--- config.mk ---
export PLATFORM = sky130hd
export DESIGN_NAME = vgp_fifo
export DESIGN_NICKNAME = d
export VERILOG_FILES = /design/src/design/vgp_fifo.sv
export SDC_FILE = /design/constraint.sdc
export NUM_CORES = 1
export LEC_CHECK = 0
export BUFFER_PORTS_ARGS = -buffer_cell sky130_fd_sc_hd__buf_2
export CAP_MARGIN = 20
export CELL_PAD_IN_SITES_DETAIL_PLACEMENT = 1
export CELL_PAD_IN_SITES_GLOBAL_PLACEMENT = 2
export CORE_UTILIZATION = 45
export DETAILED_ROUTE_END_ITERATION = 6
export PLACE_DENSITY_LB_ADDON = 0.15
export SLEW_MARGIN = 20
export SYNTH_ARGS = -nofsm -noshare
export SYNTH_HDL_FRONTEND = slang
export SYNTH_SLANG_ARGS = --single-unit
--- constraint.sdc ---
create_clock -name clk_i -period 1.9 [get_ports clk_i]
set_input_delay 0.38 -clock clk_i [delete_from_list [all_inputs] [get_ports clk_i]]
set_output_delay 0.38 -clock clk_i [all_outputs]
set_load 0.05 [all_outputs]
--- src/design/vgp_fifo.sv ---
module vgp_fifo #(
  parameter int WIDTH = 8,
  parameter int DEPTH = 4
) (
  input  logic             clk_i,
  input  logic             rst_ni,
  input  logic             push_i,
  input  logic [WIDTH-1:0] wdata_i,
  input  logic             pop_i,
  output logic [WIDTH-1:0] rdata_o,
  output logic             empty_o,
  output logic             full_o
);

  localparam int PW = (DEPTH > 1) ? $clog2(DEPTH) : 1;
  localparam int CNTW = $clog2(DEPTH + 1);

  logic [WIDTH-1:0] mem_q [DEPTH];
  logic [PW-1:0]    wr_q, wr_d, rd_q, rd_d;
  logic [CNTW-1:0]  cnt_q, cnt_d;

  assign empty_o = (cnt_q == '0);
  assign full_o  = (cnt_q == CNTW'(DEPTH));
  assign rdata_o = mem_q[rd_q];

  always_comb begin
    wr_d  = wr_q;
    rd_d  = rd_q;
    cnt_d = cnt_q;
    if (push_i) begin
      wr_d = (wr_q == PW'(DEPTH - 1)) ? '0 : wr_q + 1'b1;
    end
    if (pop_i) begin
      rd_d = (rd_q == PW'(DEPTH - 1)) ? '0 : rd_q + 1'b1;
    end
    if (push_i && !pop_i) cnt_d = cnt_q + 1'b1;
    else if (pop_i && !push_i) cnt_d = cnt_q - 1'b1;
  end

  always_ff @(posedge clk_i or negedge rst_ni) begin
    if (!rst_ni) begin
      wr_q  <= '0;
      rd_q  <= '0;
      cnt_q <= '0;
    end else begin
      wr_q  <= wr_d;
      rd_q  <= rd_d;
      cnt_q <= cnt_d;
    end
  end

  always_ff @(posedge clk_i) begin
    if (push_i) begin
      mem_q[wr_q] <= wdata_i;
    end
  end

  a_count_range: assert property (@(posedge clk_i) disable iff (!rst_ni)
    cnt_q <= CNTW'(DEPTH)) else $error("queue count beyond depth");
  a_no_push_full: assert property (@(posedge clk_i) disable iff (!rst_ni)
    full_o |-> (!push_i || pop_i)) else $error("push into full queue");
  a_no_pop_empty: assert property (@(posedge clk_i) disable iff (!rst_ni)
    empty_o |-> !pop_i) else $error("pop from empty queue");

endmodule

==> impl_metrics.py, run 1 <==
metrics = {
    "status": {
        "outcome": "complete, but fails checks",
        "violations": "setup timing",
    },
    "global_route": {
        "grt_use_total": 0.162,
        "grt_pass1_wl_um": 3910,
        "antenna_found_initial": 0,
        "grt_max_degree": 13,
        "grt_pass1_vias": 852,
        "gr-total-overflow": 0,
    },
    "clock_tree": {
        "clock-sinks": 39,
        "cts_made_buffers": 5,
        "htreeDepth": 2,
        "clk_latency_ns": 0.34,
        "clkTransAtPathRegs_ns": 0.11,
        "cts_tree": "done",
        "cts_buffer_depth": 2,
        "cts-root-buf": "clkbuf_4",
    },
    "power_and_ir_drop": {
        "peakVddDrop_mv": 0.633,
        "p_sw_w": 0.00117,
        "sw_frac_of_total": 0.373,
        "clkPwrFrac": 0.167,
        "comb_power_share": 0.431,
        "powerDensity_mw_per_mm2": 1660,
        "p_leak_nw": 0.715,
        "seq_power_share": 0.402,
        "cellInternalPower_w": 0.00197,
    },
    "routing": {
        "wl_per_cell_um": 16.6,
        "post-route-drc-count": 0,
        "drtPass1Iterations": 2,
        "vias": 776,
        "drt_wl_total_um": 2580,
        "ant_nets": 0,
        "routed_via_density": 4.97,
        "drt-initial-drc-count": 18,
    },
    "logic_synthesis": {
        "synth_top_area_share": 0.612,
        "synth_nets": 98,
        "synth.distinct_cells": 18,
        "netlist_area_mm2": 0.00157,
        "yosysSeqAreaShare": 0.724,
        "yosys.area.top_type": "edfxtp_1",
        "syn_inst": 79,
        "ys_top_cells_by_area": "edfxtp_1, mux4_2, dfrtp_1, ha_1, mux2_2",
        "ys_warn_count": 0,
        "synth_seq_cells": 39,
        "avgSynthCellArea_um2": 19.9,
    },
    "sta": {
        "period_share": 1.03,
        "hold_violations": 0,
        "final.setup_skew_ns": 0.00568,
        "rsz0062_at_grt": "yes",
        "final_max_slew_viol_count": 0,
        "setup_slack_ns": -0.0614,
        "whs_ns": 0.257,
        "worstMarginPinSlew_ns": 0.482,
        "slew_headroom": 0.679,
        "fin_crit_ns": 1.96,
        "fmax_mhz": 510,
        "setup_viol": 8,
    },
    "die": {
        "rows": 21,
        "die-area_mm2": 0.00373,
        "die_w_um": 61.1,
        "initial_core_util": 0.471,
        "num_io_pins": 22,
        "core_mm2": 0.00334,
        "die_h_um": 61.1,
    },
    "hold_path": {
        "whs_endpoint": "mem_q[3][7]$_DFFE_PP_",
        "hold_path_class": "in2reg",
        "hold_path.startpoint": "wdata_i[7]",
        "min_path_cells": 1,
    },
    "worst_setup_path": {
        "crit_path_end_kind": "output pin",
        "reg2regPathDepth": 3,
        "worst_r2r_endpoint": "mem_q[2][2]$_DFFE_PP_",
        "cp-start-kind": "flip-flop",
        "ff2ff_setup_slack_ns": 0.43,
        "required_ns": 1.52,
        "arrival_ns": 1.58,
        "rr_startpoint": "wr_q[0]$_DFFE_PN0P_",
        "crit_path_max_fanout": 5,
        "crit_type": "reg2out",
    },
    "job": {
        "drv_cap": 0,
    },
    "final_layout": {
        "final_cells": 156,
        "area_growth_pct": 20.2,
        "num_antenna_cells": 0,
        "drive_above_1_share": 0.391,
        "nets": 128,
    },
    "place": {
        "portBuffers": 21,
        "dp.cells": 146,
        "hpwl_um": 1770,
        "globalplace.congestion": 0.640,
    },
}
-- kinds of logic (layout without fill, tap and decap cells) --
| group | count (synthesis) | count (layout) | synth area share |
|---|---|---|---|
| AOI/OAI and AO/OA | 2 | 2 | 0.00637 |
| xor gates and xnor gates | 3 | 3 | 0.0167 |
| adders and majority gates | 7 | 7 | 0.0606 |
| buffers and inverters | 7 | 38 | 0.0223 |
| DFF | 39 | 39 | 0.724 |
| muxes | 11 | 11 | 0.136 |
| and+or+nand+nor | 10 | 10 | 0.0343 |
-- worst max-delay path, stage by stage (launching register included) --
cell and delay, ns:
dfrtp_1 0.41, buf_6 0.16, mux4_2 0.51, buf_6 0.17
-- stage by stage --
stage	instance area [um2]	utilization	total power (W)	setup slack [ns]	setup TNS (ns)
finish	1890	0.566	0.00314	-0.0614	-0.397
global route	1890	0.566	0.00331	-0.134	-0.945
CTS	1890	0.566	0.00319	-0.0911	-0.626
detailed placement	1740	0.520	0.00246	0.175	0
global placement	1740	0.520	0.00244	0.275	0
floorplan	1580	-	0.00220	0.0155	0
-- final cells by class --
type                            count  area (um2)
Tap cell                           46        57.6
Clock buffer                        5        37.5
Clock inverter                      3        38.8
Sequential cell                    39        1140
Timing Repair Buffer               25         195
Inverter                            5        18.8
Multi-Input combinational cell     33         404
Fill cell                         329        1450
-- registers in the layout (all words and copies together), names as in the netlist --
| signal | count |
|---|---|
| rd_q | 2 |
| mem_q | 32 |
| wr_q | 2 |
| cnt_q | 3 |
-- what timing repair did --
item | CTS | global route
pin swaps | 0 | 0
hold buffers | 1 | 0
hold endpoints to repair | 7 | 0
buffers inserted | 1 | 0
gates resized for setup | 18 | 0
setup endpoints to repair | 8 | 8
-- placed cells by master (no fill, tap or decap) --
cell	n
edfxtp_1	32
buf_2	13
buf_6	10
mux4_2	8
dfrtp_1	7
ha_1	6
inv_1	5
clkbuf_4	5
and2_1	4
mux2_2	3
o21ai_0	2
nor2_1	2
xor2_1	2
nor3b_2	1
nor3_1	1
xnor2_1	1
nand3_1	1
nand2_1	1
fa_1	1
clkinv_2	1
clkinv_1	1
bufinv_16	1
dlygate4sd3_1	1
buf_4	1
-- worst max path at each step --
stage	end	start	cells past startpoint
detailed placement	cnt_q[2]$_DFFE_PN0P_	push_i	7
global placement	cnt_q[2]$_DFFE_PN0P_	pop_i	8
global route	rdata_o[7]	rd_q[0]$_DFFE_PN0P_	3
floorplan	empty_o	cnt_q[1]$_DFFE_PN0P_	1
finish	rdata_o[4]	rd_q[0]$_DFFE_PN0P_	3
CTS	rdata_o[4]	rd_q[0]$_DFFE_PN0P_	3
-- cells in the mapped netlist, drive strengths merged --
cell type / count
and2: 4
buf: 2
dfrtp: 7
edfxtp: 32
fa: 1
ha: 6
inv: 5
mux2: 3
mux4: 8
nand2: 1
nand3: 1
nor2: 2
nor3: 1
nor3b: 1
o21ai: 2
xnor2: 1
xor2: 2
-- per-layer routing --
| layer | GRT usage | routed length [um] | vias to the layer above |
|---|---|---|---|
| met5 | 0 | 0 | - |
| met4 | 0.104 | 51 | 0 |
| met3 | 0.0567 | 100 | 5 |
| met2 | 0.276 | 1440 | 15 |
| met1 | 0.171 | 991 | 398 |
| li1 | - | - | 358 |
-- power groups by stage --
stage / Clock, W / Sequential [W] / Combinational, W
after detailed placement: 0 / 0.00128 / 0.00119
after global placement: 0 / 0.00127 / 0.00118
after CTS: 0.000544 / 0.00127 / 0.00138
after floorplan: 0 / 0.00121 / 0.000984
after global routing: 0.000568 / 0.00129 / 0.00145
final: 0.000522 / 0.00126 / 0.00135
No activity file was read; power rests on OpenSTA's default activity.
==> run 2, diff against run 1 <==
--- a/config.mk
+++ b/config.mk
@@ -11,7 +11,7 @@
 export CELL_PAD_IN_SITES_GLOBAL_PLACEMENT = 2
 export CORE_UTILIZATION = 45
 export DETAILED_ROUTE_END_ITERATION = 6
-export PLACE_DENSITY_LB_ADDON = 0.15
+export PLACE_DENSITY_LB_ADDON = 0.05
 export SLEW_MARGIN = 20
 export SYNTH_ARGS = -nofsm -noshare
 export SYNTH_HDL_FRONTEND = slang
==> run 2 against run 1 <==
Largest cell class unchanged. Routed wire length shrank 3.4%. Critical path depth is the same. Sequential share of layout area grew 0.66 points. Die area is the same. Clock-buffer cell count grew 2. The flow still finishes with violations (setup timing). Worst setup slack gained 0.016 ns. Clock power shrank 20%. Core utilization shrank 0.49 points. Cell area shrank 0.86%. Clock skew grew 0.0045 ns. Flip-flop and latch count is the same. Global-route usage shrank 0.36 points.
==> impl_metrics.py, run 2 (synthesis gave the netlist of run 1 again) <==
metrics = {
    "status": {
        "outcome": "complete, but fails checks",
        "violations": "setup timing",
    },
    "global_route": {
        "antenna_found_initial": 0,
        "grt_max_degree": 13,
        "grt_pass1_wl_um": 3870,
        "busiest_layer": "met2",
        "use_met1": 0.181,
        "grt_use_total": 0.159,
        "grt_use_met2": 0.275,
        "met3_usage": 0.0378,
        "grt_pass1_vias": 812,
        "gr-total-overflow": 0,
    },
    "worst_setup_path": {
        "cp-start-kind": "flip-flop",
        "required_ns": 1.52,
        "startpoint": "rd_q[0]$_DFFE_PN0P_",
        "reg2regPathDepth": 4,
        "ff2ff_setup_slack_ns": 0.46,
        "crit_path_end_kind": "output pin",
        "crit_type": "reg2out",
        "rr_startpoint": "cnt_q[0]$_DFFE_PN0P_",
        "arrival_ns": 1.56,
        "crit_path_max_fanout": 9,
        "worst_r2r_endpoint": "cnt_q[2]$_DFFE_PN0P_",
    },
    "routing": {
        "vias": 760,
        "drt-initial-drc-count": 14,
        "post-route-drc-count": 0,
        "wl_per_cell_um": 16.1,
        "drtPass1Iterations": 3,
        "ant_nets": 0,
        "drt_wl_total_um": 2490,
        "routed_via_density": 4.90,
    },
    "die": {
        "die_h_um": 61.1,
        "num_io_pins": 22,
        "initial_core_util": 0.471,
        "rows": 21,
        "core_mm2": 0.00334,
        "die_w_um": 61.1,
        "die-area_mm2": 0.00373,
    },
    "place": {
        "hpwl_um": 1820,
        "globalplace.congestion": 0.694,
        "dp_slack_ns": 0.182,
        "dp.cells": 145,
        "portBuffers": 21,
        "postPlaceCellArea_mm2": 0.00174,
    },
    "clock_tree": {
        "clock-sinks": 39,
        "clkTransAtPathRegs_ns": 0.11,
        "cts-root-buf": "clkbuf_4",
        "clk_latency_ns": 0.33,
        "htreeDepth": 2,
        "cts_made_buffers": 5,
        "cts_buffer_depth": 2,
        "cts_tree": "done",
    },
    "hold_path": {
        "hold_path_class": "in2reg",
        "whs_endpoint": "mem_q[1][7]$_DFFE_PP_",
        "hold_path.startpoint": "wdata_i[7]",
        "min_path_cells": 1,
    },
    "final_layout": {
        "nets": 127,
        "drive_above_1_share": 0.404,
        "final_cells": 155,
        "fin_util": 0.561,
        "reg.largest.list": "mem_q x32, cnt_q x3",
        "final_common_cell": "edfxtp_1",
        "layout_common_cells": "edfxtp_1, buf_2, mux4_2, buf_6, ha_1",
        "stdcell_area_mm2": 0.00187,
        "top_register": "mem_q",
        "area_growth_pct": 19.2,
        "largest_reg_flops": 32,
        "num_antenna_cells": 0,
    },
    "power_and_ir_drop": {
        "p_leak_nw": 0.703,
        "peakVddDrop_mv": 0.835,
        "powerDensity_mw_per_mm2": 1620,
    },
    "sta": {
        "slew_headroom": 0.694,
        "fmax_mhz": 514,
        "period_share": 1.02,
        "worstMarginPinSlew_ns": 0.460,
        "hold_violations": 0,
        "final.setup_skew_ns": 0.0102,
        "fin_crit_ns": 1.94,
        "final_max_slew_viol_count": 0,
        "setup_viol": 8,
        "setup_slack_ns": -0.0449,
        "rsz0062_at_grt": "yes",
    },
    "job": {
        "drv_cap": 0,
    },
}
## run 2: cell types whose count changed in the layout (fill, tap and decap cells not counted), sizes merged
cell,delta
bufinv,-1
buf,-1
clkinv,-1
clkbuf,+2
## run 2: power breakdown
group | internal (W) | switching, W
combinational | 0.000574 | 0.000773
clock | 0.000179 | 0.000240
sequential | 0.00113 | 0.000136
## run 2: metrics by stage
| step | hold WS (ns) | total power [W] | TNS [ns] |
|---|---|---|---|
| final | 0.264 | 0.00303 | -0.202 |
| after global routing | 0.250 | 0.00322 | -0.775 |
| after CTS | 0.253 | 0.00304 | -0.543 |
| after detailed placement | 0.229 | 0.00248 | 0 |
| after global placement | 0.230 | 0.00244 | 0 |
| after floorplan | 0.0844 | 0.00220 | 0 |
## run 2: final cells by class
cell class	count	area, um2
clock buffer	7	55.1
clock inverter	1	5.00
fill	323	1470
inverter	5	18.8
multi-input combinational	33	404
sequential	39	1140
tap	46	57.6
timing repair buffer	24	193
## run 2: worst max path at each step
stage	to	slack (ns)	depth (start not counted)
floorplan	empty_o	0.02	1
global placement	cnt_q[2]$_DFFE_PN0P_	0.21	7
detailed placement	rdata_o[3]	0.18	3
CTS	rdata_o[3]	-0.10	3
global route	rdata_o[3]	-0.12	3
finish	rdata_o[3]	-0.04	3
## run 2: routing by layer
layer / up-vias / share of wire / wire, um
met5: - / 0 / 0
met4: 0 / 0.014 / 35
met3: 4 / 0.032 / 80
met2: 17 / 0.55 / 1370
met1: 382 / 0.41 / 1010
li1: 357 / - / -
## run 2: what timing repair did
item                       CTS  global route
hold endpoints to repair     7             0
setup endpoints to repair    8             8
hold buffers                 1             0
pin swaps                    0             0
buffers inserted             0             1
gates resized for setup     16             3
## run 2: worst max-delay path, cell delays in order, from the launching register on
cell and delay, ns:
dfrtp_2 0.41, buf_12 0.14, mux4_2 0.52, buf_6 0.17
==> run 3, diff against run 2 <==
--- a/config.mk
+++ b/config.mk
@@ -5,11 +5,13 @@
 export SDC_FILE = /design/constraint.sdc
 export NUM_CORES = 1
 export LEC_CHECK = 0
+export ABC_AREA = 1
 export BUFFER_PORTS_ARGS = -buffer_cell sky130_fd_sc_hd__buf_2
 export CAP_MARGIN = 20
 export CELL_PAD_IN_SITES_DETAIL_PLACEMENT = 1
 export CELL_PAD_IN_SITES_GLOBAL_PLACEMENT = 2
-export CORE_UTILIZATION = 45
+export CORE_MARGIN = 3
+export CORE_UTILIZATION = 40
 export DETAILED_ROUTE_END_ITERATION = 6
 export PLACE_DENSITY_LB_ADDON = 0.05
 export SLEW_MARGIN = 20
==> run 3 against run 2 <==
The run now ends clean. Via count increased by 42%. Total power increased by 15%. Die area increased by 36%. Clock-buffer cell count decreased by 2. Cell count increased by 45%. Worst setup slack improved by 0.12 ns. First-iteration DRC count increased to 3.1 times the previous value. Area after synthesis increased by 8.6%. Combinational power increased by 5%. Register-to-register slack improved by 0.09 ns.
==> impl_metrics.py, run 3 <==
metrics = {
    "final_layout": {
        "drive_above_1_share": 0.217,
        "layout_common_cells": "nand2_1, edfxtp_1, inv_1",
        "num_antenna_cells": 0,
        "area_growth_pct": 19.8,
        "top_register": "mem_q",
        "reg.largest.list": "mem_q x32, cnt_q x3",
        "nets": 193,
        "largest_reg_flops": 32,
        "multi_input_area_um2": 417,
        "n_fill_cell": 443,
        "register_area_mm2": 0.00114,
        "final_common_cell": "nand2_1",
    },
    "place": {
        "portBuffers": 21,
        "hpwl_um": 2380,
        "globalplace.congestion": 0.678,
    },
    "logic_synthesis": {
        "synth_nets": 163,
        "synth_flop_cell": "edfxtp_1",
        "synth_top_area_share": 0.563,
        "synth_common_cells": "nand2_1, edfxtp_1, inv_1",
        "avgSynthCellArea_um2": 11.8,
        "synth_seq_cells": 39,
        "yosys.area.top_type": "edfxtp_1",
        "ys_warn_count": 0,
        "netlist_area_mm2": 0.00171,
        "yosysSeqAreaShare": 0.666,
        "syn_inst": 144,
        "ys_async_sr_fraction": 0.179,
        "ys_top_cells_by_area": "edfxtp_1, dfrtp_1, nand2_1, o211ai_1, inv_1",
        "synth_edf_count": 32,
        "synth_most_common_cell": "nand2_1",
        "synth.distinct_cells": 18,
    },
    "die": {
        "die-area_mm2": 0.00508,
        "rows": 23,
        "core_mm2": 0.00406,
        "num_io_pins": 22,
        "die_h_um": 71.3,
        "die_w_um": 71.3,
        "initial_core_util": 0.420,
    },
    "status": {
        "outcome": "complete, no violations",
    },
    "worst_setup_path": {
        "arrival_ns": 1.45,
        "worstSetupEndpoint": "rdata_o[0]",
        "cp_common_cell": "nand2_1",
        "rr_startpoint": "wr_q[0]$_DFFE_PN0P_",
        "reg2regPathDepth": 4,
        "crit_type": "reg2out",
        "crit_path_end_kind": "output pin",
        "crit_path_max_fanout": 10,
        "startpoint": "rd_q[0]$_DFFE_PN0P_",
        "ff2ff_setup_slack_ns": 0.55,
        "cp-start-kind": "flip-flop",
        "required_ns": 1.52,
        "crit_chain": "clkinv_4, buf_4, nand2_1, o211ai_1, nand2_1, buf_2",
        "worst_r2r_endpoint": "mem_q[2][5]$_DFFE_PP_",
        "slowest_stage": "dfrtp_2",
        "max_stage_delay_ns": 0.41,
    },
    "sta": {
        "final_max_slew_viol_count": 0,
        "fmax_mhz": 547,
        "final.setup_skew_ns": 0.00570,
        "timing.setup.tns_ns": 0,
        "hold_violations": 0,
        "worstMarginPinSlew_ns": 0.401,
        "slew_headroom": 0.732,
        "setup_viol": 0,
        "period_share": 0.962,
        "fin_crit_ns": 1.83,
    },
    "clock_tree": {
        "clock-sinks": 39,
        "htreeDepth": 2,
        "cts_made_buffers": 5,
        "cts-root-buf": "clkbuf_8",
        "cts_tree": "done",
        "clkTransAtPathRegs_ns": 0.08,
        "cts_buffer_depth": 2,
        "clk_latency_ns": 0.29,
    },
    "hold_path": {
        "hold_path.startpoint": "wdata_i[4]",
        "hold_path_class": "in2reg",
    },
    "routing": {
        "top_layer_used": "met4",
        "post-route-drc-count": 0,
        "wl_per_cell_um": 14.2,
        "wl_met1_um": 1220,
        "wl_met2_um": 1800,
        "ant_nets": 0,
        "drt_wl_total_um": 3200,
        "drtPass1Iterations": 4,
        "routed_via_density": 4.81,
        "wl_met3_um": 129,
        "drt-initial-drc-count": 44,
        "vias": 1082,
    },
    "global_route": {
        "gr-total-overflow": 0,
        "grt_use_total": 0.141,
        "grt_pass1_wl_um": 5230,
        "grt_max_degree": 21,
        "antenna_found_initial": 0,
        "grt_pass1_vias": 1122,
    },
    "power_and_ir_drop": {
        "p_leak_nw": 0.914,
        "powerDensity_mw_per_mm2": 1700,
        "totalPowerFinal_w": 0.00348,
        "peakVddDrop_mv": 0.731,
    },
    "job": {
        "drv_cap": 0,
    },
}
## run 3: changes by cell type in the layout (fill, tap and decap cells not counted), sizes merged, moves of 3 or more
cell and change:
nand2 +38, inv +23, o211ai +16, mux4 -8, and2 -4, mux2 -3
## run 3: critical path, delay by kind of cell, from the launching register on
family / cells / cell delay (ns)
flip-flops: 1 / 0.41
AND/OR/NAND/NOR: 2 / 0.14
buffers and inverters: 3 / 0.52
AO/OA/AOI/OAI: 1 / 0.08
## run 3: cell type report
class	count	area share
Clock buffer	5	0.0337
Clock inverter	3	0.0331
Inverter	29	0.0570
Multi-Input combinational cell	72	0.204
Sequential cell	39	0.557
Tap cell	50	0.0306
Timing Repair Buffer	27	0.0845
## run 3: repair_timing
item	4_1_cts	5_1_grt
resized for setup	1	8
hold endpoints to repair	7	0
hold buffers	1	0
endpoints found under the setup margin	5	8
setup buffers	0	3
## run 3: per-stage QoR
stage	setup slack (ns)	instances	hold slack (ns)	instance area, um2	utilization
final	0.0718	225	0.301	2040	0.504
after detailed placement	0.232	213	0.226	1860	0.458
after global routing	-0.000718	225	0.292	2040	0.504
after floorplan	0.00720	144	0.0844	1710	-
after global placement	0.327	213	0.231	1860	0.458
after CTS	0.00387	222	0.294	2010	0.494
## run 3: worst min path at each step
stage	end	slack, ns	cells after the start
after floorplan	cnt_q[0]$_DFFE_PN0P_	0.08	0
after global placement	rd_q[0]$_DFFE_PN0P_	0.23	1
after CTS	mem_q[2][4]$_DFFE_PP_	0.29	1
final	mem_q[0][4]$_DFFE_PP_	0.30	1
after detailed placement	rd_q[0]$_DFFE_PN0P_	0.23	1
after global routing	mem_q[0][4]$_DFFE_PP_	0.29	1
## run 3: per-layer routing
layer  track usage  vias up
met4        0.0752        0
met1         0.146      514
met2         0.262       23
met5             0        -
li1              -      540
met3        0.0281        5
## run 3: power breakdown
group,internal [W],switching (W)
logic,0.000421,0.000994
registers,0.00114,0.000128
clock network,0.000523,0.000272
## run 3: cell families (layout without fill, tap and decap cells)
group           Yosys count  count (layout)  share of synthesized area
flops                    39              39                      0.666
xor+xnor                  1               1                    0.00514
simple gates             43              43                     0.0983
fa+ha+maj                 7               7                     0.0558
compound gates           21              21                     0.0851
buf+inv                  33              64                     0.0895
