File: src/design/vgp_pkg.sv
package vgp_pkg;

  typedef struct packed {
    logic       load;
    logic       hdr;
    logic       eol;
    logic       smp;
    logic [1:0] hkind;
  } ctl_t;

  localparam logic [1:0] KIND_LOCUS  = 2'd0;
  localparam logic [1:0] KIND_SAMPLE = 2'd1;
  localparam logic [1:0] KIND_EOL    = 2'd2;
  localparam logic [1:0] KIND_BADPOS = 2'd3;

  localparam logic [2:0] PH_CHROM     = 3'd0;
  localparam logic [2:0] PH_POS       = 3'd1;
  localparam logic [2:0] PH_ID        = 3'd2;
  localparam logic [2:0] PH_REF_FIRST = 3'd3;
  localparam logic [2:0] PH_REF_REST  = 3'd4;
  localparam logic [2:0] PH_ALT       = 3'd5;
  localparam logic [2:0] PH_SKIP      = 3'd6;
  localparam logic [2:0] PH_SAMPLE    = 3'd7;

  localparam logic [1:0] GS_AWAIT  = 2'd0;
  localparam logic [1:0] GS_DIGITS = 2'd1;
  localparam logic [1:0] GS_SKIP   = 2'd2;

  localparam logic [3:0]  UNKNOWN_CODE = 4'hf;
  localparam logic [15:0] GT_SAT       = 16'hffff;
  localparam logic [7:0]  CH_TAB       = 8'h09;
  localparam logic [7:0]  CH_NL        = 8'h0a;
  localparam logic [7:0]  CH_COMMA     = 8'h2c;
  localparam logic [7:0]  CH_ZERO      = 8'h30;
  localparam logic [7:0]  CH_NINE      = 8'h39;
  localparam logic [2:0]  SKIP_FIELDS  = 3'd4;

  function automatic logic [3:0] nuc_code(input logic [7:0] c);
    logic [7:0] u;
    logic [3:0] r;
    u = c & 8'hdf;
    case (u)
      8'h41:   r = 4'h1;
      8'h43:   r = 4'h2;
      8'h47:   r = 4'h4;
      8'h54:   r = 4'h8;
      8'h52:   r = 4'h5;
      8'h59:   r = 4'ha;
      8'h53:   r = 4'h6;
      8'h57:   r = 4'h9;
      8'h4b:   r = 4'hc;
      8'h4d:   r = 4'h3;
      8'h42:   r = 4'he;
      8'h44:   r = 4'hd;
      8'h48:   r = 4'hb;
      8'h56:   r = 4'h7;
      default: r = UNKNOWN_CODE;
    endcase
    if ((c & 8'he0) != 8'h40 && (c & 8'he0) != 8'h60) r = UNKNOWN_CODE;
    return r;
  endfunction

endpackage

File: src/design/vgp_front.sv
module vgp_front
  import vgp_pkg::*;
#(
  parameter int MAX_COLUMNS = 4096,
  parameter int MAX_ALTS    = 8,
  parameter int NODE_BITS   = 24,
  parameter int FIRST_SAMPLE_COLUMN = 9
) (
  input  logic                                clk_i,
  input  logic                                rst_ni,
  input  logic                                accept_i,
  input  logic                                mode_i,
  input  logic [7:0]                          text_byte_i,
  input  logic [11:0]                         map_column_i,
  input  logic signed [NODE_BITS:0]           map_node_i,
  output logic                                push_o,
  output ctl_t                                ctl_o,
  output logic [$clog2(MAX_COLUMNS):0]        col_o,
  output logic [NODE_BITS:0]                  node_o,
  output logic [3:0]                          allele_o,
  output logic [31:0]                         pos_o,
  output logic [3:0]                          ref_o
);

  localparam int CW  = $clog2(MAX_COLUMNS) + 1;
  localparam int AIW = (MAX_ALTS > 1) ? $clog2(MAX_ALTS) : 1;
  localparam int ACW = $clog2(MAX_ALTS + 1);

  logic [2:0]     phase_q, phase_d;
  logic [31:0]    pos_q, pos_d;
  logic [3:0]     ref_q, ref_d;
  logic [3:0]     alt_q [MAX_ALTS];
  logic [ACW-1:0] altc_q, altc_d;
  logic [2:0]     skip_q, skip_d;
  logic [15:0]    gacc_q, gacc_d;
  logic [1:0]     gst_q, gst_d;
  logic [CW-1:0]  colc_q, colc_d;

  logic        is_digit, is_tab, is_nl, alt_we, col_ok;
  logic [3:0]  digit, byte_code;
  logic [35:0] pos_mul;
  logic [19:0] g_mul;
  logic [15:0] g_fin, g_m1;
  logic        g_nz, g_over;
  logic [3:0]  fin_allele;
  logic [31:0] load_col;

  assign is_digit  = (text_byte_i >= CH_ZERO) && (text_byte_i <= CH_NINE);
  assign is_tab    = (text_byte_i == CH_TAB);
  assign is_nl     = (text_byte_i == CH_NL);
  assign digit     = 4'(text_byte_i - CH_ZERO);
  assign byte_code = nuc_code(text_byte_i);
  assign pos_mul   = {pos_q, 3'b000} + {3'b000, pos_q, 1'b0} + 36'(digit);
  assign g_mul     = {1'b0, gacc_q, 3'b000} + {3'b000, gacc_q, 1'b0} + 20'(digit);
  assign g_fin     = (gst_q == GS_AWAIT) ? GT_SAT : gacc_q;
  assign g_nz      = (g_fin != '0);
  assign g_over    = (g_fin > 16'(altc_q));
  assign g_m1      = g_fin - 16'd1;
  assign fin_allele = g_over ? UNKNOWN_CODE : alt_q[g_m1[AIW-1:0]];
  assign col_ok    = (32'(colc_q) < 32'(MAX_COLUMNS));
  assign load_col  = 32'(map_column_i);

  always_comb begin
    phase_d = phase_q;
    pos_d   = pos_q;
    ref_d   = ref_q;
    altc_d  = altc_q;
    skip_d  = skip_q;
    gacc_d  = gacc_q;
    gst_d   = gst_q;
    colc_d  = colc_q;
    alt_we  = 1'b0;
    push_o  = 1'b0;
    ctl_o   = '0;
    col_o   = colc_q;
    node_o  = map_node_i;
    allele_o = fin_allele;
    pos_o   = pos_q;
    ref_o   = ref_q;
    if (accept_i) begin
      if (mode_i) begin
        if (load_col < 32'(MAX_COLUMNS)) begin
          push_o     = 1'b1;
          ctl_o.load = 1'b1;
          col_o      = load_col[CW-1:0];
        end
      end else if (is_nl) begin
        push_o    = 1'b1;
        ctl_o.eol = 1'b1;
        ctl_o.smp = (phase_q == PH_SAMPLE) && g_nz && col_ok;
        phase_d = PH_CHROM;
        pos_d   = '0;
        ref_d   = '0;
        altc_d  = '0;
        skip_d  = '0;
        gacc_d  = '0;
        gst_d   = GS_AWAIT;
        colc_d  = CW'(FIRST_SAMPLE_COLUMN);
      end else begin
        unique case (phase_q)
          PH_CHROM: begin
            if (is_tab) phase_d = PH_POS;
          end
          PH_POS: begin
            if (is_tab) phase_d = PH_ID;
            else if (is_digit) pos_d = (pos_mul[35:32] != '0) ? '1 : pos_mul[31:0];
          end
          PH_ID: begin
            if (is_tab) begin
              phase_d = PH_REF_FIRST;
              ref_d   = UNKNOWN_CODE;
            end
          end
          PH_REF_FIRST, PH_REF_REST: begin
            if (is_tab) begin
              push_o      = 1'b1;
              ctl_o.hdr   = 1'b1;
              ctl_o.hkind = (pos_q == '0) ? KIND_BADPOS : KIND_LOCUS;
              phase_d     = PH_ALT;
              altc_d      = '0;
            end else if (phase_q == PH_REF_FIRST) begin
              ref_d   = byte_code;
              phase_d = PH_REF_REST;
            end
          end
          PH_ALT: begin
            if (is_tab) begin
              phase_d = PH_SKIP;
              skip_d  = '0;
            end else if (text_byte_i != CH_COMMA && 32'(altc_q) < 32'(MAX_ALTS)) begin
              alt_we = 1'b1;
              altc_d = altc_q + 1'b1;
            end
          end
          PH_SKIP: begin
            if (is_tab) begin
              skip_d = skip_q + 1'b1;
              if (skip_q + 3'd1 >= SKIP_FIELDS) begin
                phase_d = PH_SAMPLE;
                colc_d  = CW'(FIRST_SAMPLE_COLUMN);
                gacc_d  = '0;
                gst_d   = GS_AWAIT;
              end
            end
          end
          PH_SAMPLE: begin
            if (is_tab) begin
              if (g_nz && col_ok) begin
                push_o    = 1'b1;
                ctl_o.smp = 1'b1;
              end
              if (col_ok) colc_d = colc_q + 1'b1;
              gacc_d = '0;
              gst_d  = GS_AWAIT;
            end else if (gst_q == GS_AWAIT) begin
              if (is_digit) begin
                gacc_d = 16'(digit);
                gst_d  = GS_DIGITS;
              end else begin
                gacc_d = GT_SAT;
                gst_d  = GS_SKIP;
              end
            end else if (gst_q == GS_DIGITS) begin
              if (is_digit) gacc_d = (g_mul[19:16] != '0) ? GT_SAT : g_mul[15:0];
              else gst_d = GS_SKIP;
            end
          end
          default: phase_d = PH_CHROM;
        endcase
      end
    end
  end

  always_ff @(posedge clk_i or negedge rst_ni) begin
    if (!rst_ni) begin
      phase_q <= PH_CHROM;
      pos_q   <= '0;
      ref_q   <= '0;
      altc_q  <= '0;
      skip_q  <= '0;
      gacc_q  <= '0;
      gst_q   <= GS_AWAIT;
      colc_q  <= CW'(FIRST_SAMPLE_COLUMN);
    end else begin
      phase_q <= phase_d;
      pos_q   <= pos_d;
      ref_q   <= ref_d;
      altc_q  <= altc_d;
      skip_q  <= skip_d;
      gacc_q  <= gacc_d;
      gst_q   <= gst_d;
      colc_q  <= colc_d;
    end
  end

  always_ff @(posedge clk_i) begin
    if (alt_we) begin
      alt_q[altc_q[AIW-1:0]] <= byte_code;
    end
  end

  a_altc_range: assert property (@(posedge clk_i) disable iff (!rst_ni)
    32'(altc_q) <= 32'(MAX_ALTS)) else $error("alt count beyond limit");
  a_sample_push: assert property (@(posedge clk_i) disable iff (!rst_ni)
    (push_o && ctl_o.smp) |-> (phase_q == PH_SAMPLE && col_ok))
    else $error("sample word outside sample columns");
  a_one_op: assert property (@(posedge clk_i) disable iff (!rst_ni)
    push_o |-> $onehot({ctl_o.load, ctl_o.hdr, ctl_o.eol, ctl_o.smp && !ctl_o.eol}))
    else $error("queue word with no single operation");

endmodule

File: config.mk
export PLATFORM = sky130hd
export DESIGN_NAME = vgp_front
export DESIGN_NICKNAME = d
export VERILOG_FILES = /design/src/design/vgp_pkg.sv /design/src/design/vgp_front.sv
export SDC_FILE = /design/constraint.sdc
export NUM_CORES = 1
export LEC_CHECK = 0
export ABC_CLOCK_PERIOD_IN_PS = 3600
export BUFFER_PORTS_ARGS = -buffer_cell sky130_fd_sc_hd__buf_2
export CAP_MARGIN = 15
export CORE_MARGIN = 2
export CORE_UTILIZATION = 40
export DETAILED_ROUTE_END_ITERATION = 12
export MAX_ROUTING_LAYER = met4
export PLACE_DENSITY_LB_ADDON = 0.12
export SYNTH_ARGS = -nofsm -noshare
export SYNTH_HDL_FRONTEND = slang
export SYNTH_SLANG_ARGS = --single-unit
File: constraint.sdc
create_clock -name clk_i -period 3.6 [get_ports clk_i]
set_input_delay 0.72 -clock clk_i [delete_from_list [all_inputs] [get_ports clk_i]]
set_output_delay 0.72 -clock clk_i [all_outputs]
set_load 0.03 [all_outputs]
==> results of run 1 <==
## power by group
group	switching, mW	internal (mW)	total (mW)
clock	0.557	0.509	1.07
combinational	0.507	0.323	0.830
sequential	0.0660	1.32	1.38
total	1.13	2.15	3.28
## metrics by stage
| stage | total power, mW | setup WS [ns] | hold WS, ns | TNS (ns) | utilization [%] |
|---|---|---|---|---|---|
| CTS | 3.30 | 0.0684 | 0.328 | 0 | 46.3 |
| finish | 3.28 | 0.145 | 0.305 | 0 | 46.7 |
| global placement | 2.24 | -0.253 | 0.463 | -8.85 | 44.9 |
| floorplan | 2.02 | -0.0781 | 0.424 | -1.56 | - |
| global route | 3.46 | 0.00458 | 0.325 | 0 | 46.7 |
| detailed placement | 2.24 | -0.310 | 0.479 | -11.22 | 44.9 |
## sequential cells by signal, indices dropped and copies added (netlist names)
name	cells
phase_q	3
pos_o	32
altc_q	4
alt_q	32
gst_q	2
colc_q	13
ref_o	4
gacc_q	16
skip_q	3
## critical path, stage by stage
cell and delay, ns:
buf_2 0.14, fa_2 0.47, fa_2 0.43, a211oi_2 0.23, o211ai_1 0.16, nand2_1 0.13, o21ai_2 0.11, a22o_1 0.23
or3_4 0.35, a2111oi_4 0.28, buf_4 0.20, buf_12 0.16, a21oi_1 0.08
## layout by cell type, fill, tap and decap left out, types with 15 or more instances in the layout
master    count
ha_1        104
nand2_1      82
buf_4        62
xnor2_1      29
a31oi_1      18
o21ai_0      88
nand4_1      18
inv_1        30
a21oi_1      87
nor3_1       20
edfxtp_1     32
dfrtp_1      75
nor2_1       55
xor2_1       18
a21oi_2      23
nand2b_1     15
nand3_1      27
buf_2        82
## layout make-up
cell class	instances	area share [%]
Sequential cell	109	27.4
Inverter	30	1.07
Tap cell	285	3.38
Antenna cell	2	0.0474
Clock buffer	9	2.13
Multi-Input combinational cell	803	55.9
Clock inverter	7	0.865
Timing Repair Buffer	149	9.20
## logic make-up (layout without fill, tap and decap cells)
group	Yosys count	after routing	share of synthesized area [%]
AO/OA/AOI/OAI	337	337	24.0
XOR/XNOR	47	47	4.46
adder cells (fa/ha/maj)	111	111	15.3
buffers and inverters	99	195	5.43
flip-flops	109	109	31.3
multiplexers	28	28	4.32
other	0	2	0
AND/OR/NAND/NOR	280	280	15.2
## layer usage
layer	track usage, %	part of all wire [%]	up-vias
met1	27.8	45	3764
met2	36.1	50	160
met4	5.07	1.5	0
met5	-	0	-
met3	2.72	3.2	26
li1	-	-	3968
## worst max-delay path by stage
stage,from,slack (ns),to,cells after the start
2_1_floorplan,text_byte_i[3],-0.08,pos_o[17],11
3_3_place_gp,text_byte_i[3],-0.25,pos_o[29],12
3_5_place_dp,text_byte_i[3],-0.31,pos_o[29],12
4_1_cts,text_byte_i[3],0.07,pos_o[29],12
5_1_grt,text_byte_i[3],0.005,pos_o[29],13
6_report,text_byte_i[3],0.15,pos_o[29],13
## what timing repair did
action                                  CTS  global route
setup buffers                             0             2
gates resized for setup                   0            10
hold buffers                              0             0
endpoints found under the setup margin    0            34
==> reports/metrics.cfg, run 1 <==
[outcome]
status = finished clean

[logic_synthesis]
synth_most_common_cell = ha_1
synthTopCellsByCount = ha_1 (106), a21oi_1 (88), o21ai_0 (88), nand2_1 (82), dfrtp_1 (75)
synth_cell_types = 74
syn_inst = 1011
syn_area_um2 = 9240
synth_seq_area_share_pct = 31.3
synth_area_per_cell_um2 = 9.13
synthTopCellsByArea = dfrtp_1 (20%), ha_1 (14%), edfxtp_1 (10%)
ys.flop_type = dfrtp_1
async_reset_ff_share_pct = 70.6
synth_edf_count = 32
ys_warn_count = 0
synth-seq-cells = 109
syn_nets = 1170
synth_top_cell_by_area = dfrtp_1
synthDominantCellAreaShare_pct = 20.3

[critical_path]
critPathKind = in2reg
timing.rr.start = pos_o[0]
worstRegToRegCells = 12
rr_endpoint = pos_o[29]
cp-end-kind = flop
cp_max_fo = 10
worst_ep_required_time_ns = 3.85
arrival_ns = 3.70
critPathLaunchType = input port
r2r_slack_ns = 0.18

[sta]
rsz0062_at_grt = no
worst_pin_slew_ns = 1.12
setup_viol = 0
hold_viol = 0
fmax_ghz = 0.289
max-slew-margin-rel_pct = 24.2
fin_crit_ns = 3.45
period_share_pct = 96.0
finalMaxSlewViolations = 0
skew_ns = 0.0139

[grt]
grt_pass1_vias = 7659
grt_max_degree = 35
grtUsageTotal_pct = 21.5
antenna_found_initial = 2
overflow = 0
grt_pass1_wl_mm = 40.6

[layout]
design_area_um2 = 10600
final_cells = 1394
area_delta_synth_final_pct = 14.4
nets = 1261
multiInputGateArea_um2 = 5910
drive_above_1_share_pct = 21.7
filler_cell_count = 2205
seq_area_um2 = 2890

[detailed_routing]
drt-wirelength-per-cell_um = 17.9
first_pass_iters = 5
drt_iter0_drc = 446
via_per_inst = 5.68
drc = 0
wl_mm = 25.0
dr_total_vias = 7918
ant_nets = 0

[power]
ir_drop_mv = 0.213
leakage_nw = 4.81
powerDensity_nw_per_um2 = 311

[placed_design]
place_inst = 1373
globalplace.congestion = 0.871
dpl.hpwl_mm = 19.2
io_buffers = 83
placed_area_um2 = 10200

[die]
core_area_um2 = 22600
initial_core_util_pct = 40.8
placementRows = 55
dieArea_um2 = 24300
io_pins = 134
fp.dieW_um = 156
die_h_um = 156

[clocking]
root_buffer = clkbuf_16
worstSkewPairLatency_ns = 0.37
cts_buffer_depth = 2
cts.sinks = 109
clkTransAtPathRegs_ns = 0.09
htree_num_levels = 3
cts_made_buffers = 9
cts_tree = built

[hold_path]
min_path_type = in2async

[job]
maxCapViolCount = 0

Power figures use the tool's default switching activity.
==> inputs of run 2 (changes only) <==
--- a/config.mk
+++ b/config.mk
@@ -5,6 +5,7 @@
 export SDC_FILE = /design/constraint.sdc
 export NUM_CORES = 1
 export LEC_CHECK = 0
+export ABC_AREA = 1
 export ABC_CLOCK_PERIOD_IN_PS = 3600
 export BUFFER_PORTS_ARGS = -buffer_cell sky130_fd_sc_hd__buf_2
 export CAP_MARGIN = 15
==> run 2 against run 1 <==
Net effect: routed wire length is 5.1% higher; via count is 16% higher; clock-buffer cell count stayed put; first-iteration DRC count is 6.1% higher; clock skew is 0.0048 ns lower; critical path depth is 3 lower; sequential share of layout area is 0.59 points lower; register-to-register slack better by 0.38 ns; clock power hardly changed; combinational power is 140% higher; worst hold slack better by 0.17 ns; critical endpoint is now ctl_o[1].
==> reports/metrics.cfg, run 2 <==
[layout]
final_core_util_pct = 44.6  ; -2.0 points
final_cell_mix = nand2_1 (509), inv_1 (160), nand3_1 (124), nor2_1 (120), ha_1 (106)
layout_commonest_cell = nand2_1
nets = 1659  ; +32%
diodes = 0  ; -2
drive_above_1_share_pct = 9.70  ; -12 points
area_delta_synth_final_pct = 10.1

[clocking]
post_cts_resized = 0  ; unchanged
clkTransAtPathRegs_ns = 0.08  ; about the same
post_cts_buffers = 0  ; unchanged
cts.sinks = 109  ; unchanged
htree_num_levels = 3  ; unchanged
cts_hold_buf = 0  ; unchanged
cts_made_buffers = 9  ; unchanged
cts_buffer_depth = 2  ; unchanged
cts_tree = built
worstSkewPairLatency_ns = 0.36  ; about the same
root_buffer = clkbuf_16

[logic_synthesis]
syn_nets = 1597  ; +36%
synth_top_cell_by_area = nand2_1
async_reset_ff_share_pct = 70.6  ; unchanged
synth_most_common_cell = nand2_1
synthTopCellsByArea = nand2_1 (19%), dfrtp_1 (19%), ha_1 (14%)
synthTopCellsByCount = nand2_1 (509), inv_1 (160), nand3_1 (124), nor2_1 (123), ha_1 (106)
ys_warn_count = 0  ; unchanged
synth-seq-cells = 109  ; unchanged
syn_inst = 1438  ; +42%
synth_area_per_cell_um2 = 6.82  ; -25%
synth_cell_types = 43  ; -42%
ys.flop_type = dfrtp_1
synthDominantCellAreaShare_pct = 19.5  ; -0.84 points
synth_seq_area_share_pct = 29.5  ; -1.8 points
synth_edf_count = 32  ; unchanged
syn_area_um2 = 9810  ; +6.2%

[sta]
rsz0062_at_grt = no
worst_pin_slew_ns = 0.926  ; -0.199 ns
fin_crit_ns = 3.24  ; -0.213 ns
setup_viol = 0  ; unchanged
tns_ns = 0  ; unchanged
skew_ns = 0.00908  ; -0.00485 ns
max-slew-margin-rel_pct = 38.3  ; +14 points
finalMaxSlewViolations = 0  ; unchanged
period_share_pct = 90.0  ; -5.9 points
hold_viol = 0  ; unchanged
fmax_ghz = 0.309  ; +6.6%

[critical_path]
cp-end-kind = output port
arrival_ns = 2.52  ; -1.18 ns
critPathLaunchType = input port
r2r_slack_ns = 0.56  ; +0.38 ns
path_cells = buf_2 > inv_2 > nor2_2 > nand2_1 > nor2_2 > inv_1 > nor2_1 > inv_1 > nor4_1 > buf_2
path_buf_inv = 5  ; +2
timing.rr.start = pos_o[0]
worstRegToRegCells = 17  ; +5
rr_endpoint = pos_o[12]
worst_ep_required_time_ns = 2.88  ; -0.97 ns
critPathMaxStageDelay_ns = 0.34  ; -0.13 ns
slowest_stage = nor4_1
critPathKind = in2out
cp_max_fo = 7  ; -3
cp_top_family = simple AND/OR/NAND/NOR gates

[hold_path]
min_path_type = in2async

[power]
intPower_mw = 2.69  ; +25%
p_seq_share_pct = 34.9  ; -7.3 points
comb_power_share_pct = 42.8  ; +18 points
pwr-share-clk_pct = 22.4  ; -10 points
swShare_pct = 43.1  ; +8.7 points
powerDensity_nw_per_um2 = 438  ; +41%
ir_drop_mv = 0.295  ; +39%
switchingPower_mw = 2.04  ; +81%
leakage_nw = 6.09  ; +27%

[grt]
antenna_found_initial = 0  ; -2
overflow = 0  ; unchanged
grtUsageTotal_pct = 21.6  ; +0.073 points
grt_pass1_wl_mm = 44.1  ; +8.7%
grt_pass1_vias = 8794  ; +15%
grt_max_degree = 68  ; +94%

[detailed_routing]
drt_iter0_drc = 473  ; +6.1%
first_pass_iters = 5  ; unchanged
via_per_inst = 5.01  ; -12%
drc = 0  ; unchanged
drt-wirelength-per-cell_um = 14.3  ; -20%
dr_total_vias = 9162  ; +16%
wl_mm = 26.2  ; +5.1%
ant_nets = 0  ; unchanged

[die]
io_pins = 134  ; unchanged
initial_core_util_pct = 40.6  ; -0.23 points
placementRows = 57  ; +3.6%
fp.dieW_um = 161  ; +3.0%
die_h_um = 161  ; +3.0%
dieArea_um2 = 25800  ; +6.0%
core_area_um2 = 24200  ; +6.8%

[placed_design]
io_buffers = 83  ; unchanged
dpl.hpwl_mm = 20.8  ; +8.5%
globalplace.congestion = 0.910  ; +4.5%

[outcome]
status = finished clean

[job]
maxCapViolCount = 0  ; unchanged

## run 2: final cells by class
type / instances / area (um2)
Sequential cell: 109 / 2890
Clock buffer: 9 / 225
Inverter: 166 / 623
Timing Repair Buffer: 100 / 571
Clock inverter: 7 / 93.8
Tap cell: 324 / 405
Fill cell: 2537 / 13400
Multi-Input combinational cell: 1114 / 5990
## run 2: kinds of logic (layout without fill, tap and decap cells)
| logic type | after synthesis | after routing | share of synthesized area, % |
|---|---|---|---|
| simple gates | 828 | 828 | 35.7 |
| buf+inv | 215 | 282 | 9.56 |
| compound gates | 142 | 142 | 7.85 |
| fa+ha+maj | 110 | 110 | 14.3 |
| flops | 109 | 109 | 29.5 |
| xor+xnor | 34 | 34 | 3.04 |
## run 2: through the flow
step | total power, mW | hold slack, ns | instances | cell area (um2) | setup slack, ns
finish | 4.73 | 0.479 | 1829 | 10800 | 0.359
global route | 5.12 | 0.509 | 1829 | 10800 | 0.117
CTS | 4.78 | 0.494 | 1829 | 10800 | 0.355
detailed placement | 3.70 | 0.469 | 1813 | 10500 | 0.113
global placement | 3.70 | 0.462 | 1813 | 10500 | 0.168
floorplan | 3.20 | 0.424 | 1438 | 9810 | 0.0578
## run 2: worst reg2reg max path, stage by stage (launching register included)
cell	delay, ns
dfrtp_1	0.46
fa_1	0.54
fa_1	0.48
nand2_1	0.08
nand2_1	0.10
nand3b_1	0.11
nand2_1	0.10
nand2_1	0.09
nand2_1	0.13
nand2_1	0.12
nand2_1	0.05
nand2_1	0.06
nand2_1	0.06
nor2_2	0.12
buf_12	0.20
nand3_1	0.13
nand2_1	0.07
nand2_1	0.05
## run 2: worst max-delay path by stage
| stage | to | startpoint | slack, ns | cells past startpoint |
|---|---|---|---|---|
| after global routing | ctl_o[1] | text_byte_i[3] | 0.12 | 10 |
| final | ctl_o[1] | text_byte_i[3] | 0.36 | 10 |
| after global placement | pos_o[30] | text_byte_i[3] | 0.17 | 18 |
| after detailed placement | pos_o[22] | text_byte_i[3] | 0.11 | 18 |
| after floorplan | ctl_o[1] | text_byte_i[7] | 0.06 | 8 |
| after CTS | allele_o[1] | gst_q[0] | 0.36 | 8 |
## run 2: metal layers
layer	GRT usage (%)	wire length [um]	vias to the layer above
met4	6.14	486	0
met3	2.01	764	28
met2	36.1	12400	158
li1	-	-	4765
met5	-	0	-
met1	28.0	12600	4211
## run 2: power groups by stage
stage | clock, mW | sequential (mW) | combinational, mW
2_1_floorplan | 0 | 1.72 | 1.48
5_1_grt | 1.13 | 1.68 | 2.31
6_report | 1.06 | 1.65 | 2.02
3_3_place_gp | 0 | 1.67 | 2.02
4_1_cts | 1.09 | 1.65 | 2.04
3_5_place_dp | 0 | 1.67 | 2.03
==> inputs of run 3 (changes only) <==
--- a/config.mk
+++ b/config.mk
@@ -9,8 +9,10 @@
 export ABC_CLOCK_PERIOD_IN_PS = 3600
 export BUFFER_PORTS_ARGS = -buffer_cell sky130_fd_sc_hd__buf_2
 export CAP_MARGIN = 15
+export CELL_PAD_IN_SITES_DETAIL_PLACEMENT = 1
+export CELL_PAD_IN_SITES_GLOBAL_PLACEMENT = 1
 export CORE_MARGIN = 2
-export CORE_UTILIZATION = 40
+export CORE_UTILIZATION = 38
 export DETAILED_ROUTE_END_ITERATION = 12
 export MAX_ROUTING_LAYER = met4
 export PLACE_DENSITY_LB_ADDON = 0.12
==> run 3 against run 2 <==
Net effect: highest routed layer unchanged; non-clock buffer count unchanged; via count up 3.5%; flip-flop and latch count is the same; cell area about the same; worst setup slack lost 0.0081 ns; die area is 5.1% higher; register-to-register slack worse by 0.02 ns.
==> reports/metrics.cfg, run 3 (synthesized netlist as in run 2, its figures left out) <==
[die]
io_pins = 134  ; unchanged
die_h_um = 165  ; +2.5%
initial_core_util_pct = 38.8  ; -1.7 points
core_area_um2 = 25300  ; +4.5%
dieArea_um2 = 27100  ; +5.1%
fp.dieW_um = 165  ; +2.5%
placementRows = 58  ; +1.8%

[critical_path]
r2r_slack_ns = 0.54  ; -0.02 ns
cp-end-kind = output port
cp_max_fo = 18  ; +11
worstRegToRegCells = 17  ; unchanged
worst_ep_required_time_ns = 2.88  ; about the same
critPathLaunchType = flop
timing.rr.start = pos_o[0]
critPathKind = reg2out
rr_endpoint = pos_o[16]
arrival_ns = 2.53  ; about the same

[power]
switchingPower_mw = 2.12  ; +4.0%
comb_power_share_pct = 43.2  ; +0.4 points
p_seq_share_pct = 34.5  ; -0.4 points
ir_drop_mv = 0.310  ; +5.1%
swShare_pct = 44.1  ; +0.94 points
powerDensity_nw_per_um2 = 446  ; +1.8%
leakage_nw = 6.08  ; about the same
pwr-share-clk_pct = 22.3  ; about the same
intPower_mw = 2.69  ; about the same

[sta]
setup_viol = 0  ; unchanged
worst_pin_slew_ns = 0.978  ; +0.0518 ns
period_share_pct = 90.3  ; +0.23 points
hold_viol = 0  ; unchanged
max-slew-margin-rel_pct = 34.0  ; -4.3 points
tns_ns = 0  ; unchanged
finalMaxSlewViolations = 0  ; unchanged
rsz0062_at_grt = no
fin_crit_ns = 3.25  ; +0.00811 ns
skew_ns = 0.0130  ; +0.00395 ns
fmax_ghz = 0.308  ; -0.25%

[clocking]
post_cts_resized = 0  ; unchanged
worstSkewPairLatency_ns = 0.37  ; about the same
cts_hold_buf = 0  ; unchanged
cts_buffer_depth = 2  ; unchanged
post_cts_buffers = 0  ; unchanged
clkTransAtPathRegs_ns = 0.09  ; about the same
cts_tree = built
root_buffer = clkbuf_16
htree_num_levels = 3  ; unchanged
cts.sinks = 109  ; unchanged
cts_made_buffers = 9  ; unchanged

[detailed_routing]
drc = 0  ; unchanged
ant_nets = 0  ; unchanged
wl_mm = 30.7  ; +17%
drt-wirelength-per-cell_um = 16.8  ; +17%
dr_total_vias = 9487  ; +3.5%
via_per_inst = 5.17  ; +3.2%
first_pass_iters = 4  ; -1
drt_iter0_drc = 390  ; -18%

[layout]
final_core_util_pct = 42.7  ; -1.9 points
nets = 1659  ; unchanged
diodes = 0  ; unchanged
area_delta_synth_final_pct = 10.0  ; about the same
final_cell_mix = nand2_1 (509), inv_1 (160), nand3_1 (124), nor2_1 (120), ha_1 (106)
layout_commonest_cell = nand2_1
drive_above_1_share_pct = 9.70  ; unchanged

[grt]
grt_pass1_vias = 9969  ; +13%
grtUsageTotal_pct = 24.4  ; +2.8 points
overflow = 0  ; unchanged
antenna_found_initial = 0  ; unchanged
grt_max_degree = 60  ; -12%
grt_pass1_wl_mm = 50.9  ; +15%

[placed_design]
io_buffers = 83  ; unchanged
dpl.hpwl_mm = 24.6  ; +18%
globalplace.congestion = 0.912  ; +0.14%

[hold_path]
min_path_type = in2async

[job]
maxCapViolCount = 0  ; unchanged

[outcome]
status = finished clean

## run 3: cell count changes in the layout (fill, tap and decap cells not counted), sizes merged
cell and delta:
clkinv -2, inv +2
## run 3: cell type report
cell class | instances | area (um2)
inverter | 166 | 623
fill | 3348 | 14500
sequential | 109 | 2890
clock buffer | 9 | 225
multi-input combinational | 1114 | 5990
timing repair buffer | 100 | 571
tap | 330 | 413
clock inverter | 7 | 81.3
## run 3: stage by stage
stage | hold slack, ns | total power, mW | instances | cell area [um2] | setup WS (ns)
2_1_floorplan | 0.424 | 3.20 | 1438 | 9810 | 0.0578
3_3_place_gp | 0.475 | 3.73 | 1819 | 10500 | 0.191
3_5_place_dp | 0.480 | 3.78 | 1819 | 10500 | 0.0939
4_1_cts | 0.491 | 4.87 | 1835 | 10800 | 0.337
5_1_grt | 0.511 | 5.20 | 1835 | 10800 | 0.158
6_report | 0.428 | 4.81 | 1835 | 10800 | 0.350
## run 3: power by group through the flow
stage	clock [mW]	combinational (mW)	sequential, mW
floorplan	0	1.48	1.72
global placement	0	2.05	1.68
detailed placement	0	2.10	1.68
CTS	1.09	2.11	1.66
global route	1.14	2.37	1.69
finish	1.08	2.08	1.66
## run 3: per-layer routing
layer / vias up / global-route usage, % / share of wire, %
met5: - / - / 0
met4: 0 / 7.15 / 1.8
met3: 36 / 1.76 / 2.1
met2: 101 / 43.6 / 50
met1: 4591 / 29.6 / 46
li1: 4759 / - / -
## run 3: how the worst max path moves through the flow
stage / start / to / slack [ns] / depth (start not counted)
finish: gst_q[1] / allele_o[1] / 0.35 / 8
detailed placement: text_byte_i[3] / pos_o[15] / 0.09 / 18
CTS: gst_q[1] / allele_o[3] / 0.34 / 8
global placement: text_byte_i[3] / pos_o[20] / 0.19 / 18
global route: gst_q[1] / allele_o[3] / 0.16 / 8
floorplan: text_byte_i[7] / ctl_o[1] / 0.06 / 8
## run 3: critical path: stages, from the launching register on
cell     delay [ns]
dfrtp_1        0.41
nor2_1         0.29
nor2_1         0.11
buf_4          0.22
ha_1           0.29
nand4_1        0.09
a21oi_1        0.39
nand3_1        0.16
buf_2          0.21
